==> src/rtl/framed_command_receiver_top_macros.svh <==
// -----------------------------------------------------------------------------
// Framed command receiver assertion macros
// Concurrent assertion shorthands, clocked on clk and disabled in reset.
// -----------------------------------------------------------------------------
`ifndef FRAMED_COMMAND_RECEIVER_TOP_MACROS_SVH
`define FRAMED_COMMAND_RECEIVER_TOP_MACROS_SVH

`ifndef NO_ASSERTIONS

// Same-cycle implication.
`define FCR_ASSERT_IMP(label, ante, cons, msg) \
    label: assert property (@(posedge clk) disable iff (!rst_n) (ante) |-> (cons)) \
        else $error(msg);

// Next-cycle implication.
`define FCR_ASSERT_NEXT(label, ante, cons, msg) \
    label: assert property (@(posedge clk) disable iff (!rst_n) (ante) |=> (cons)) \
        else $error(msg);

`else

`define FCR_ASSERT_IMP(label, ante, cons, msg)
`define FCR_ASSERT_NEXT(label, ante, cons, msg)

`endif

`endif

==> src/rtl/fcr_pkg.sv <==
// -----------------------------------------------------------------------------
// Framed command receiver package
// Types, command codes and field widths shared by the receiver modules.
// -----------------------------------------------------------------------------
package fcr_pkg;

    localparam int BYTE_W   = 8;
    localparam int APB_AW   = 3;
    localparam int APB_DW   = 32;
    localparam int TDATA_W  = 24;
    localparam int TUSER_W  = 2;

    localparam logic [BYTE_W-1:0] CHECK_MASK  = 8'h0F;
    localparam logic [BYTE_W-1:0] SCORE_MAX   = 8'd99;
    localparam logic [BYTE_W-1:0] SCORE_100   = 8'd100;
    localparam logic [BYTE_W-1:0] SCORE_200   = 8'd200;
    localparam logic [BYTE_W-1:0] PERIOD_MAX  = 8'd4;
    localparam logic [BYTE_W-1:0] PERIOD_CLIP = 8'd10;
    localparam logic [BYTE_W-1:0] STOP_ON     = 8'd1;

    // Command codes.
    localparam logic [BYTE_W-1:0] CMD_SCORE_HOME   = 8'd200;
    localparam logic [BYTE_W-1:0] CMD_STORE_H1     = 8'd201;
    localparam logic [BYTE_W-1:0] CMD_STORE_H2     = 8'd202;
    localparam logic [BYTE_W-1:0] CMD_SCORE_GUEST  = 8'd210;
    localparam logic [BYTE_W-1:0] CMD_STORE_G1     = 8'd211;
    localparam logic [BYTE_W-1:0] CMD_STORE_G2     = 8'd212;
    localparam logic [BYTE_W-1:0] CMD_PERIOD       = 8'd220;
    localparam logic [BYTE_W-1:0] CMD_STORE_P1     = 8'd221;
    localparam logic [BYTE_W-1:0] CMD_CLOCK_STOP   = 8'd222;
    localparam logic [BYTE_W-1:0] CMD_CLOCK_ADJUST = 8'd223;
    localparam logic [BYTE_W-1:0] CMD_BUZZER       = 8'd80;

    // Register addresses.
    localparam logic [APB_AW-1:0] ADDR_START_MARKER = 3'd0;

    typedef enum logic [1:0] {
        POS_START,
        POS_COMMAND,
        POS_DATA,
        POS_CHECK
    } fcr_pos_t;

    typedef enum logic [1:0] {
        ACT_LOCAL   = 2'd0,
        ACT_FORWARD = 2'd1,
        ACT_BUZZER  = 2'd2
    } fcr_action_t;

    // A framed packet whose checksum matched.
    typedef struct packed {
        logic              valid;
        logic [BYTE_W-1:0] command;
        logic [BYTE_W-1:0] data;
    } fcr_pkt_t;

    typedef struct packed {
        fcr_action_t       action;
        logic [BYTE_W-1:0] command;
        logic [BYTE_W-1:0] value;
        logic              hundreds;
        logic              clock_stopped;
        logic              clock_set_by_host;
    } fcr_result_t;

endpackage

==> src/rtl/fcr_framer.sv <==
// -----------------------------------------------------------------------------
// Framed command receiver packet framer
// Tracks the byte slot, holds command and data, and checks the checksum.
// -----------------------------------------------------------------------------
module fcr_framer (
    input  logic                          clk,
    input  logic                          rst_n,
    input  logic                          step,
    input  logic [fcr_pkg::BYTE_W-1:0]    rx_byte,
    input  logic [fcr_pkg::BYTE_W-1:0]    start_marker,
    output fcr_pkg::fcr_pkt_t             pkt,
    output fcr_pkg::fcr_pos_t             pos
);
    import fcr_pkg::*;

    fcr_pos_t          pos_reg, pos_next;
    logic [BYTE_W-1:0] check_reg, check_next;
    logic [BYTE_W-1:0] cmd_reg, cmd_next;
    logic [BYTE_W-1:0] data_reg, data_next;

    always_ff @(posedge clk or negedge rst_n)
    begin
        if (!rst_n)
        begin
            pos_reg   <= POS_START;
            check_reg <= '0;
            cmd_reg   <= '0;
            data_reg  <= '0;
        end
        else
        begin
            pos_reg   <= pos_next;
            check_reg <= check_next;
            cmd_reg   <= cmd_next;
            data_reg  <= data_next;
        end
    end

    always_comb
    begin
        pos_next    = pos_reg;
        check_next  = check_reg;
        cmd_next    = cmd_reg;
        data_next   = data_reg;
        pkt.valid   = 1'b0;
        pkt.command = cmd_reg;
        pkt.data    = data_reg;
        if (step)
        begin
            case (pos_reg)
                POS_START:
                begin
                    if (rx_byte == start_marker)
                    begin
                        check_next = '0;
                        pos_next   = POS_COMMAND;
                    end
                end
                POS_COMMAND:
                begin
                    cmd_next   = rx_byte;
                    check_next = rx_byte & CHECK_MASK;
                    pos_next   = POS_DATA;
                end
                POS_DATA:
                begin
                    data_next  = rx_byte;
                    check_next = check_reg ^ rx_byte;
                    pos_next   = POS_CHECK;
                end
                default:
                begin
                    pos_next  = POS_START;
                    pkt.valid = (rx_byte == check_reg);
                end
            endcase
        end
    end

    assign pos = pos_reg;

endmodule

==> src/rtl/fcr_decoder.sv <==
// -----------------------------------------------------------------------------
// Framed command receiver command decoder
// Decodes a checked packet, keeps the clock flags and holds the result.
// -----------------------------------------------------------------------------
module fcr_decoder (
    input  logic                  clk,
    input  logic                  rst_n,
    input  logic                  load,
    input  fcr_pkg::fcr_pkt_t     pkt,
    output logic                  result_valid,
    output fcr_pkg::fcr_result_t  result
);
    import fcr_pkg::*;

    logic        stop_reg, stop_next;
    logic        host_reg, host_next;
    logic        valid_reg, valid_next;
    fcr_result_t result_reg, result_next;

    always_ff @(posedge clk or negedge rst_n)
    begin
        if (!rst_n)
        begin
            stop_reg  <= 1'b0;
            host_reg  <= 1'b0;
            valid_reg <= 1'b0;
        end
        else
        begin
            stop_reg  <= stop_next;
            host_reg  <= host_next;
            valid_reg <= valid_next;
        end
    end

    always_ff @(posedge clk)
    begin
        result_reg <= result_next;
    end

    always_comb
    begin
        result_next          = result_reg;
        stop_next            = stop_reg;
        host_next            = host_reg;
        valid_next           = valid_reg;
        if (load)
        begin
            valid_next = pkt.valid;
            if (pkt.valid)
            begin
                result_next.action   = ACT_LOCAL;
                result_next.command  = pkt.command;
                result_next.value    = pkt.data;
                result_next.hundreds = 1'b0;
                case (pkt.command)
                    CMD_SCORE_HOME, CMD_SCORE_GUEST:
                    begin
                        if (pkt.data > SCORE_MAX)
                        begin
                            // Data never exceeds 255, so one of two subtractions suffices.
                            result_next.hundreds = 1'b1;
                            result_next.value    = (pkt.data >= SCORE_200) ?
                                                   pkt.data - SCORE_200 :
                                                   pkt.data - SCORE_100;
                        end
                    end
                    CMD_PERIOD:
                    begin
                        if (pkt.data > PERIOD_MAX)
                        begin
                            result_next.value = PERIOD_CLIP;
                        end
                    end
                    CMD_CLOCK_STOP:
                    begin
                        stop_next = (pkt.data == STOP_ON);
                        host_next = 1'b0;
                    end
                    CMD_CLOCK_ADJUST:
                    begin
                        stop_next = 1'b1;
                        host_next = 1'b1;
                    end
                    CMD_STORE_H1, CMD_STORE_H2, CMD_STORE_G1, CMD_STORE_G2, CMD_STORE_P1:
                    begin
                        result_next.action = ACT_LOCAL;
                    end
                    CMD_BUZZER:
                    begin
                        result_next.action = ACT_BUZZER;
                    end
                    default:
                    begin
                        result_next.action = ACT_FORWARD;
                    end
                endcase
                result_next.clock_stopped     = stop_next;
                result_next.clock_set_by_host = host_next;
            end
        end
    end

    assign result_valid = valid_reg;
    assign result       = result_reg;

endmodule

==> src/rtl/framed_command_receiver_top.sv <==
// -----------------------------------------------------------------------------
// Framed command receiver top level
// Frames serial bytes into checked command packets and reports each one.
// -----------------------------------------------------------------------------
// Each accepted byte on the slave stream is one received serial byte. Bytes
// are framed into four-byte packets: the start marker, a command, a data byte
// and a checksum equal to the low nibble of the command XOR the data. Bytes
// seen while waiting for a start marker are discarded, and a packet whose
// checksum does not match is dropped; in both cases the receiver simply waits
// for the next start marker. Every good packet gives one transfer on the
// master stream carrying the command, the adjusted value (scores reduced
// modulo 100 with a hundreds flag, a period above 4 set to 10) and the game
// clock flags as they stand after the packet; tuser tells whether the command
// is stored locally, forwarded to the other board, or is a buzzer request.
// The block takes one byte every clock cycle while the master side takes its
// results. A byte is held in the input register and is then framed and
// decoded in a single pass into the result register, which drives
// m_axis_tvalid. While a result waits on the master side the byte in the
// input register is held, so at most one more byte is taken until the result
// leaves. The start marker is set through the APB port at address 0 and
// resets to zero; write it only while the stream is quiet.
// -----------------------------------------------------------------------------
`include "framed_command_receiver_top_macros.svh"

module framed_command_receiver_top (
    input  logic                          clk,
    input  logic                          rst_n,
    // Slave stream.
    input  logic                          s_axis_tvalid,
    output logic                          s_axis_tready,
    input  logic [7:0]                    s_axis_tdata,  // [7:0] rx_byte
    // Master stream.
    output logic                          m_axis_tvalid,
    input  logic                          m_axis_tready,
    // [7:0] command, [15:8] value, [16] hundreds, [17] clock_stopped,
    // [18] clock_set_by_host, [23:19] zero
    output logic [fcr_pkg::TDATA_W-1:0]   m_axis_tdata,
    output logic [fcr_pkg::TUSER_W-1:0]   m_axis_tuser,  // [1:0] action
    // APB configuration port.
    input  logic                          psel,
    input  logic                          penable,
    input  logic                          pwrite,
    input  logic [fcr_pkg::APB_AW-1:0]    paddr,
    input  logic [fcr_pkg::APB_DW-1:0]    pwdata,
    output logic [fcr_pkg::APB_DW-1:0]    prdata,
    output logic                          pready
);
    import fcr_pkg::*;

    logic              in_valid_reg, in_valid_next;
    logic [BYTE_W-1:0] in_byte_reg, in_byte_next;
    logic [BYTE_W-1:0] marker_reg, marker_next;
    logic              out_free;
    logic              step;
    logic              cfg_write;
    logic              marker_sel;
    fcr_pkt_t          pkt;
    fcr_pos_t          pos;
    logic              result_valid;
    fcr_result_t       result;
    logic              at_check;
    logic              score_cmd;
    logic              hund_out;
    logic              adjust_out;
    logic              both_flags;

    // The pipeline moves whenever the result register is empty or being taken.
    assign out_free      = !result_valid || m_axis_tready;
    assign step          = in_valid_reg && out_free;
    assign s_axis_tready = !in_valid_reg || out_free;

    always_ff @(posedge clk or negedge rst_n)
    begin
        if (!rst_n)
        begin
            in_valid_reg <= 1'b0;
            marker_reg   <= '0;
        end
        else
        begin
            in_valid_reg <= in_valid_next;
            marker_reg   <= marker_next;
        end
    end

    always_ff @(posedge clk)
    begin
        in_byte_reg <= in_byte_next;
    end

    always_comb
    begin
        in_valid_next = in_valid_reg;
        in_byte_next  = in_byte_reg;
        if (s_axis_tready)
        begin
            in_valid_next = s_axis_tvalid;
            in_byte_next  = s_axis_tdata;
        end
    end

    // Register decode uses the word address; byte offsets within a word alias.
    assign pready     = 1'b1;
    assign marker_sel = (paddr[APB_AW-1] == ADDR_START_MARKER[APB_AW-1]);
    assign cfg_write  = psel && penable && pwrite && pready && marker_sel;
    assign marker_next = cfg_write ? pwdata[BYTE_W-1:0] : marker_reg;
    assign prdata     = marker_sel ? {{(APB_DW-BYTE_W){1'b0}}, marker_reg} : '0;

    fcr_framer u_framer (
        .clk          (clk),
        .rst_n        (rst_n),
        .step         (step),
        .rx_byte      (in_byte_reg),
        .start_marker (marker_reg),
        .pkt          (pkt),
        .pos          (pos)
    );

    fcr_decoder u_decoder (
        .clk          (clk),
        .rst_n        (rst_n),
        .load         (out_free),
        .pkt          (pkt),
        .result_valid (result_valid),
        .result       (result)
    );

    assign m_axis_tvalid = result_valid;
    assign m_axis_tuser  = result.action;
    assign m_axis_tdata  = {5'd0, result.clock_set_by_host, result.clock_stopped,
                            result.hundreds, result.value, result.command};

    // Terms used by the checks below.
    assign at_check   = (pos == POS_CHECK);
    assign score_cmd  = (result.command == CMD_SCORE_HOME) ||
                        (result.command == CMD_SCORE_GUEST);
    assign hund_out   = m_axis_tvalid && result.hundreds;
    assign adjust_out = m_axis_tvalid && (result.command == CMD_CLOCK_ADJUST);
    assign both_flags = result.clock_stopped && result.clock_set_by_host;

    // A new result only comes from a checksum byte.
    `FCR_ASSERT_IMP(a_result_from_check, $rose(m_axis_tvalid), $past(at_check), "stray result")

    // After the checksum byte the framer always waits for a start marker.
    `FCR_ASSERT_NEXT(a_check_resyncs, step && at_check, pos == POS_START, "no resync")

    // The hundreds flag belongs to the score commands alone.
    `FCR_ASSERT_IMP(a_hundreds_scores, hund_out, score_cmd, "hundreds on non-score command")

    // A clock adjust leaves both clock flags set.
    `FCR_ASSERT_IMP(a_adjust_flags, adjust_out, both_flags, "clock adjust flags not set")

endmodule

==> config.mk <==
export PLATFORM = sky130hd
export DESIGN_NAME = framed_command_receiver_top
export DESIGN_NICKNAME = d
export VERILOG_FILES = /design/src/rtl/fcr_pkg.sv /design/src/rtl/fcr_framer.sv /design/src/rtl/fcr_decoder.sv /design/src/rtl/framed_command_receiver_top.sv
export VERILOG_INCLUDE_DIRS = /design/src /design/src/rtl
export SDC_FILE = /design/constraint.sdc
export NUM_CORES = 1
export LEC_CHECK = 0
export ABC_AREA = 1
export CORE_ASPECT_RATIO = 0.8
export CORE_UTILIZATION = 57
export CTS_CLUSTER_SIZE = 16
export DETAILED_ROUTE_END_ITERATION = 6
export DONT_BUFFER_PORTS = 1
export HOLD_SLACK_MARGIN = 0.05
export PLACE_DENSITY_LB_ADDON = 0.05
export SLEW_MARGIN = 20
export SYNTH_ARGS = -nofsm -noshare
export SYNTH_HDL_FRONTEND = slang
export SYNTH_SLANG_ARGS = --single-unit
==> constraint.sdc <==
create_clock -name clk -period 1.7 [get_ports clk]
set_input_delay 0.255 -clock clk [delete_from_list [all_inputs] [get_ports clk]]
set_output_delay 0.255 -clock clk [all_outputs]
set_load 0.005 [all_outputs]
* Yosys cells after proc, flatten, opt, wreduce, memory -nomap -nowiden
Index checks and enable logic that the tools add are counted.
** Word-level totals
- Word-level logic and storage cells :: 72
- Output and inout port bits :: 61
- Flip-flop bits (word level) :: 67
- Bits of input ports :: 50
** Cells by class
- Add/subtract/negate cells :: 2
- Equality and inequality tests :: 17
- Reduce and logical (&&, ||, !) cells :: 18
- Order comparisons :: 3
- Bitwise operators :: 2
- Muxes and demuxes :: 14
** Operators by type and width (number)
- $eq A8 B8 Y1 const B :: 10
- $mux W8 :: 4
- $pmux W8 S3 :: 1
- $eq A8 B8 Y1 :: 2
- $pmux W8 S2 :: 1
- $reduce_or A10 Y1 :: 1
- $mux W9 :: 1
- $eq A8 B1 Y1 const B :: 1
- $eq A8 B7 Y1 const B :: 1
- $ge A8 B8 Y1 const B :: 1
- $gt A8 B3 Y1 const B :: 1
- $gt A8 B7 Y1 const B :: 1
- $reduce_and A2 Y1 :: 4
- $sub A8 B7 Y8 const B :: 1
- $sub A8 B8 Y8 const B :: 1
- $xor A8 B8 Y8 :: 1
- $pmux W2 S3 :: 1
- $logic_and A1 B1 Y1 :: 4
- $pmux W1 S2 :: 2
- $pmux W2 S2 :: 1
- $reduce_and A3 Y1 :: 1
- $reduce_bool A3 Y1 :: 1
- $reduce_or A3 Y1 :: 1
- $eq A2 B1 Y1 const B :: 1
- 9 further kinds :: 12

* Logic depth before layout (Yosys ltp)
Gate-level depths: netlist of run 1.
- Word-level depth :: 5
- Gate-level depth with buffers :: 11
- Mapped depth without buffers :: 10

* Hierarchy
Synthesis of run 1 repeated with hierarchy kept, for this count alone.
** Unflattened totals
- Cells, all modules :: 451
- Area, all modules :: 3771.1 um^2
** By module, submodules not included
- fcr_decoder :: area each 1477.7 um^2, instances 1, seq. area each 705.7 um^2, cells each 188
- fcr_framer :: area each 1353.8 um^2, instances 1, seq. area each 650.6 um^2, cells each 162
- framed_command_receiver_top :: area each 939.7 um^2, instances 1, seq. area each 465.4 um^2, cells each 101

* Least setup slack after synthesis of run 1
OpenSTA, ideal clock, no wires.
- Path kind :: register to register
- From :: register in_byte_reg[4]
- To :: register u_decoder.result_reg (netlist bit u_decoder.result[0]) (enable)
- Library setup time :: 0.385 ns
- Clock period less this slack :: 1.841 ns
- Buffers on the path :: 0
- Stages on the path, launching flop included :: 6
- Data arrival time :: 1.455 ns
- Required time :: 1.315 ns
- Setup slack :: -0.141 ns
- Cells stage by stage :: edfxtp_1 -> xnor2_1 -> nand2_1 -> nor2_1 -> nand2_1 -> nor2_2
** On the way
- Word-level cells in the longest chain between the ends :: 4
** Ends and longest elaborated chain
- start, declared :: line framed_command_receiver_top.sv:51 : logic [BYTE_W-1:0] in_byte_reg, in_byte_next;
- start signal, assigned :: line framed_command_receiver_top.sv:88 : in_byte_reg <= in_byte_next;
- $eq A8 B8 Y1 :: line fcr_framer.sv:74 : pkt.valid = (rx_byte == check_reg);
- $mux W1 :: line fcr_framer.sv:50 : case (pos_reg)
- $mux W1 :: line fcr_framer.sv:48 : if (step)
- $reduce_and A2 Y1 (no line)
- end signal, assigned :: line fcr_decoder.sv:38 : result_reg <= result_next;
- end, declared :: line fcr_decoder.sv:18 : fcr_result_t result_reg, result_next;
Every way passes these cells.
A chain may end at the register's enable or synchronous reset.

* Worst setup path after layout of run 1
- From :: register in_byte_reg[5]
- To :: register u_decoder.stop_reg
** On the way
- Word-level cells in the longest chain between the ends :: 4
** Ends and longest elaborated chain
- $eq A8 B8 Y1 :: line fcr_framer.sv:74
- $mux W1 :: line fcr_framer.sv:50
- $mux W1 :: line fcr_framer.sv:48
- $reduce_and A2 Y1 (no line)
- end signal, assigned :: line fcr_decoder.sv:30 : stop_reg <= stop_next;
- end, declared :: line fcr_decoder.sv:15 : logic stop_reg, stop_next;
Every way passes these cells.

==> results of run 1 <==
==> kinds of logic after synthesis <==
logic type	Yosys count	synth area share [%]
other	2	0.206
AO/OA/AOI/OAI	40	6.02
buffers and inverters	86	12.6
XOR/XNOR	15	3.61
adder cells (fa/ha/maj)	9	3.09
flip-flops	67	50.1
AND/OR/NAND/NOR	195	24.4
==> what timing repair did <==
action / 4_1_cts / 5_1_grt
endpoints found under the hold margin: 52 / 0
setup endpoints to repair: 0 / 14
resized for setup: 0 / 5
hold buffers: 16 / 0
buffers inserted: 0 / 2
==> report_power, final <==
group	total, mW	internal (mW)	switching [mW]
registers	2.42	2.06	0.361
clock network	1.29	0.670	0.619
logic	2.02	0.788	1.23
total	5.73	3.52	2.21
==> cell usage in the layout, fill, tap and decap left out, drive strengths merged <==
| cell type | n |
|---|---|
| clkinvlp | 2 |
| o21bai | 1 |
| xnor2 | 11 |
| nand4 | 14 |
| o21ai | 22 |
| ha | 9 |
| and2 | 1 |
| dfrtp | 38 |
| and3 | 1 |
| clkinv | 6 |
| inv | 47 |
| nand2 | 116 |
| bufinv | 1 |
| nor3 | 5 |
| o22ai | 4 |
| edfxtp | 29 |
| clkbuf | 9 |
| nor2 | 44 |
| conb | 30 |
| dlygate4sd3 | 15 |
| a21oi | 12 |
| buf | 11 |
| o2111ai | 1 |
| nand3 | 14 |
| xor2 | 4 |
==> routing by layer <==
metal  part of all wire, %  global-route usage (%)  vias up
li1                      -                       -     1328
met1                    45                    29.1     1234
met2                    48                    38.0       87
met3                   4.6                    6.42       10
met4                   1.7                    10.1        0
met5                     0                       0        -
==> layout make-up <==
| type | instances | area, sq um |
|---|---|---|
| Clock buffer | 9 | 124 |
| Inverter | 49 | 185 |
| Multi-Input combinational cell | 289 | 1500 |
| Fill cell | 480 | 1980 |
| Tap cell | 81 | 101 |
| Clock inverter | 7 | 68.8 |
| Timing Repair Buffer | 26 | 258 |
| Sequential cell | 67 | 1820 |
==> stage by stage <==
step	power, mW	cells
final	5.73	528
after global routing	6.16	528
after CTS	5.69	526
after detailed placement	4.32	494
after global placement	4.25	494
after floorplan	3.95	442
==> how the worst min path moves through the flow <==
stage | startpoint | to | slack (ns)
2_1_floorplan | rst_n | in_valid_reg | -0.04
3_3_place_gp | rst_n | u_framer.pos[1] | -0.04
3_5_place_dp | rst_n | in_valid_reg | -0.04
4_1_cts | pwdata[5] | marker_reg[5] | 0.05
5_1_grt | pwdata[5] | marker_reg[5] | 0.08
6_report | pwdata[5] | marker_reg[5] | 0.07
==> flow_summary_export.csv, run 1 <==
group,metric,value,unit
run_status,status,"complete, no violations",
synth,synth.area.top_cells,"dfrtp_1, edfxtp_1, nand2_1",
setup_path,crit_top_cell,"nand2_1",
setup_path,cp-endpoint,"u_decoder.stop_reg",
synth,synth_top_area_share,26.1,%
synth,ys_ff_latch,67,
global_route,grt_start_max_net_pins,39,
sta,rsz0062_at_grt,"no",
clocking,clkSinkCount,67,
setup_path,crit_fanout,24,
route,dr.pass1.iters,4,
final_layout,areaGrowthSynthToFinish,11.4,%
die,io_pins,111,
final_layout,fin_util,67.2,%
synth,synth_commonest_cells,"nand2_1, dfrtp_1, nor2_1",
final_layout,layout-drive-gt1-share,15.0,%
sta,max_freq,624,MHz
sta,period_needed,1.60,ns
clocking,cts_tree,"yes",
route,drc,0,
route,drtIter0Drc,145,
synth,synth-main-ff-cell,"dfrtp_1",
final_layout,largest_reg_flops,21,
die,dieArea,6710,sq um
synth,yosysMostFrequentCell,"nand2_1",
sta,whs,0.0663,ns
setup_path,critPathRequiredTime,1.95,ns
synth,syn_area,3640,sq um
final_layout,n_antenna_cell,0,
setup_path,cp-end-kind,"register",
worst_hold_path,hold_path_depth,2,
setup_path,critPathLaunchType,"register",
global_route,grt_usage,23.1,%
sta,hold_violations,0,
clocking,clk_pin_slew,0.08,ns
power,p_leak,1.94,nW
die,core_area,6040,sq um
die,die_x,91.3,microns
power,vdd_drop_max,0.755,mV
setup_path,crit_cells,9,
final_layout,design_area,4060,sq um
synth,yosys_warnings,0,
sta,finClkSkew,0.0122,ns
global_route,grt_pass1_wl,11400,microns
global_route,grt_pass1_vias,2458,
worst_hold_path,hold_class,"primary input to register",
clocking,worstSkewPairLatency,0.36,ns
setup_path,cp.arrival,1.85,ns
setup_path,worst-path-buf-inv,2,
route,finalWirelength,7000,microns
clocking,htreeDepth,3,
setup_path,critPathTopFamily,"simple AND/OR/NAND/NOR gates",
die,die_h,73.5,microns
synth,seq_area_frac_synth,50.1,%
route,dr_total_vias,2659,
die,fp-row-count,25,
setup_path,rrSetupSlack,0.1,ns
route,avgRoutedWirePerCell,13.3,microns
sta,slew_viol_final,0,
clocking,numCtsBuffers,9,
synth,syn_inst,414,
setup_path,path_cells,"xnor2_1, nand2_1, nor2_1, nand2_1, nor2_4, buf_12, inv_2, nand2_1, nand2_1",
clocking,cts_root_buf,"clkbuf_8",
sta,worst_slack,0.0979,ns
global_route,grt-ovfl-total,0,
power,pwr_density_cell,1410,nW/um^2
route,antenna_left,0,
sta,period_share,94.2,%
clocking,cts_buffer_depth,2,
synth,ys_types,33,
setup_path,critPathSlowestCell,"edfxtp_1",
route,vias_per_cell,5.04,
synth,synthArstFlopShare,56.7,%
setup_path,r2r-end,"u_decoder.stop_reg",
final_layout,layout.nets,501,
setup_path,r2r-start,"in_byte_reg[5]",
synth,yosysTopAreaCell,"dfrtp_1",
die,start_util,60.3,%
global_route,antenna_found_initial,0,
sta,setup_viol,0,
placed_design,dp_hpwl,4920,microns
setup_path,startpoint,"in_byte_reg[5]",
setup_path,reg2reg_depth,9,
setup_path,crit_type,"register to register",
placed_design,gp_congestion,0.905,
job,maxCapViolations,0,
placed_design,dp_worst_setup_slack,0.0586,ns
synth,postSynthAreaPerCell,8.79,sq um
synth,synth-edff-count,29,
placed_design,portBuffers,0,
sta,tns,0,ns
setup_path,slowest_delay,0.47,ns
placed_design,dpl_cell_area,3650,sq um
Power figures use the tool's default switching activity.
==> run 2, diff against run 1 <==
Settings changed: HOLD_SLACK_MARGIN 0.05 to 0.08.
==> run 2 against run 1 <==
Net effect: non-clock buffer count is 3 higher; largest power group unchanged; first-iteration DRC count increased by 14%; hold slack gained 0.050 ns.
==> flow_summary_export.csv, run 2 (same netlist as run 1, synthesis figures left out) <==
group,metric,value,unit
run_status,status,"complete, no violations",
setup_path,crit_cells,9,
final_layout,filler_cell_count,475,
route,drtIter0Drc,165,
setup_path,crit_top_cell,"nand2_1",
final_layout,design_area,4090,sq um
route,finalWirelength,7080,microns
global_route,grt_usage,23.3,%
die,die_h,73.5,microns
die,core_area,6040,sq um
job,maxCapViolations,0,
power,p_leak,1.96,nW
sta,setup_viol,0,
setup_path,slowest_delay,0.47,ns
die,start_util,60.3,%
sta,tns,0,ns
setup_path,critPathSlowestCell,"edfxtp_1",
global_route,grt_start_max_net_pins,39,
setup_path,critPathRequiredTime,1.94,ns
die,io_pins,111,
sta,slew_viol_final,0,
route,antenna_left,0,
final_layout,layout.nets,504,
setup_path,critPathTopFamily,"simple AND/OR/NAND/NOR gates",
die,dieArea,6710,sq um
setup_path,cp.arrival,1.85,ns
final_layout,areaGrowthSynthToFinish,12.3,%
clocking,clkSinkCount,67,
final_layout,fin_util,67.7,%
setup_path,crit_fanout,24,
placed_design,dp_hpwl,4920,microns
global_route,grt_pass1_vias,2450,
power,pwr_density_cell,1400,nW/um^2
setup_path,worst-path-buf-inv,2,
sta,period_needed,1.61,ns
global_route,grt_pass1_wl,11500,microns
die,die_x,91.3,microns
final_layout,layout-drive-gt1-share,14.9,%
clocking,cts_tree,"yes",
placed_design,gp_congestion,0.905,
clocking,numCtsBuffers,9,
global_route,antenna_found_initial,0,
power,vdd_drop_max,0.753,mV
setup_path,rrSetupSlack,0.09,ns
worst_hold_path,hold_class,"primary input to register",
setup_path,path_cells,"xnor2_1, nand2_1, nor2_1, nand2_1, nor2_4, buf_12, inv_2, nand2_1, nand2_1",
setup_path,startpoint,"in_byte_reg[5]",
setup_path,crit_type,"register to register",
setup_path,r2r-start,"in_byte_reg[5]",
clocking,worstSkewPairLatency,0.35,ns
placed_design,dpl_cell_area,3650,sq um
sta,finClkSkew,0.0116,ns
sta,max_freq,622,MHz
placed_design,portBuffers,0,
clocking,clk_pin_slew,0.08,ns
clocking,htreeDepth,3,
clocking,cts_root_buf,"clkbuf_8",
final_layout,n_antenna_cell,0,
sta,rsz0062_at_grt,"no",
sta,hold_violations,0,
die,fp-row-count,25,
route,vias_per_cell,5.01,
clocking,cts_buffer_depth,2,
route,avgRoutedWirePerCell,13.3,microns
final_layout,stdcell_count,531,
setup_path,critPathLaunchType,"register",
route,dr.pass1.iters,4,
route,drc,0,
final_layout,largest_reg_flops,21,
setup_path,reg2reg_depth,9,
route,dr_total_vias,2661,
final_layout,final_cell_mix,"nand2_1, dfrtp_1, nor2_1",
sta,period_share,94.6,%
global_route,grt-ovfl-total,0,
final_layout,layout_commonest_cell,"nand2_1",
setup_path,r2r-end,"u_decoder.stop_reg",
setup_path,cp-endpoint,"u_decoder.stop_reg",
setup_path,cp-end-kind,"register",
placed_design,place_inst,494,
[run 2: changes by cell type in the layout (fill, tap and decap cells not counted), sizes merged]
| cell | previous run | this run |
|---|---|---|
| dlygate4sd3 | 15 | 18 |
[run 2: final cells by class]
class                      instances  area [sq um]  area share (%)
clock buffer                       9           124            3.03
clock inverter                     7          68.8            1.68
inverter                          49           185            4.53
multi-input combinational        289          1500            36.7
sequential                        67          1820            44.6
tap                               81           101            2.48
timing repair buffer              29           288            7.04
[run 2: through the flow]
step | power [mW] | hold WS (ns) | setup slack, ns
detailed placement | 4.32 | -0.0398 | 0.0586
global placement | 4.25 | -0.0399 | 0.0719
CTS | 5.70 | 0.0867 | 0.0362
floorplan | 3.95 | -0.0406 | 0.0295
finish | 5.73 | 0.116 | 0.0916
global route | 6.17 | 0.138 | 0.000143
[run 2: layer usage]
layer  vias up  share of wire (%)  track usage, %
met1      1241                 46            29.3
li1       1334                  -               -
met4         0               0.52            10.1
met3         4                4.3            6.42
met5         -                  0               0
met2        82                 49            38.4
[run 2: repair_timing]
| item | CTS | global route |
|---|---|---|
| setup endpoints to repair | 0 | 14 |
| hold endpoints to repair | 55 | 0 |
| hold buffers | 19 | 0 |
| setup buffers | 0 | 2 |
| resized for setup | 0 | 5 |
[run 2: how the worst min path moves through the flow]
stage | startpoint | cells past startpoint | end | slack, ns
after detailed placement | rst_n | 0 | in_valid_reg | -0.04
final | pwdata[3] | 2 | marker_reg[3] | 0.12
after CTS | pwdata[3] | 2 | marker_reg[3] | 0.09
after floorplan | rst_n | 0 | in_valid_reg | -0.04
after global routing | pwdata[3] | 2 | marker_reg[3] | 0.14
after global placement | rst_n | 0 | u_framer.pos[1] | -0.04
[run 2: power by group]
| part | internal [mW] | switching (mW) | leakage (nW) |
|---|---|---|---|
| Clock | 0.670 | 0.612 | 0.0950 |
| Combinational | 0.793 | 1.24 | 1.11 |
| Sequential | 2.06 | 0.361 | 0.756 |
[run 2: worst register-to-register path, delay by kind of cell, from the launching register on]
kind | cells | cell delay [ns]
simple gates | 6 | 0.52
xor+xnor | 1 | 0.25
buf+inv | 2 | 0.26
flops | 1 | 0.47
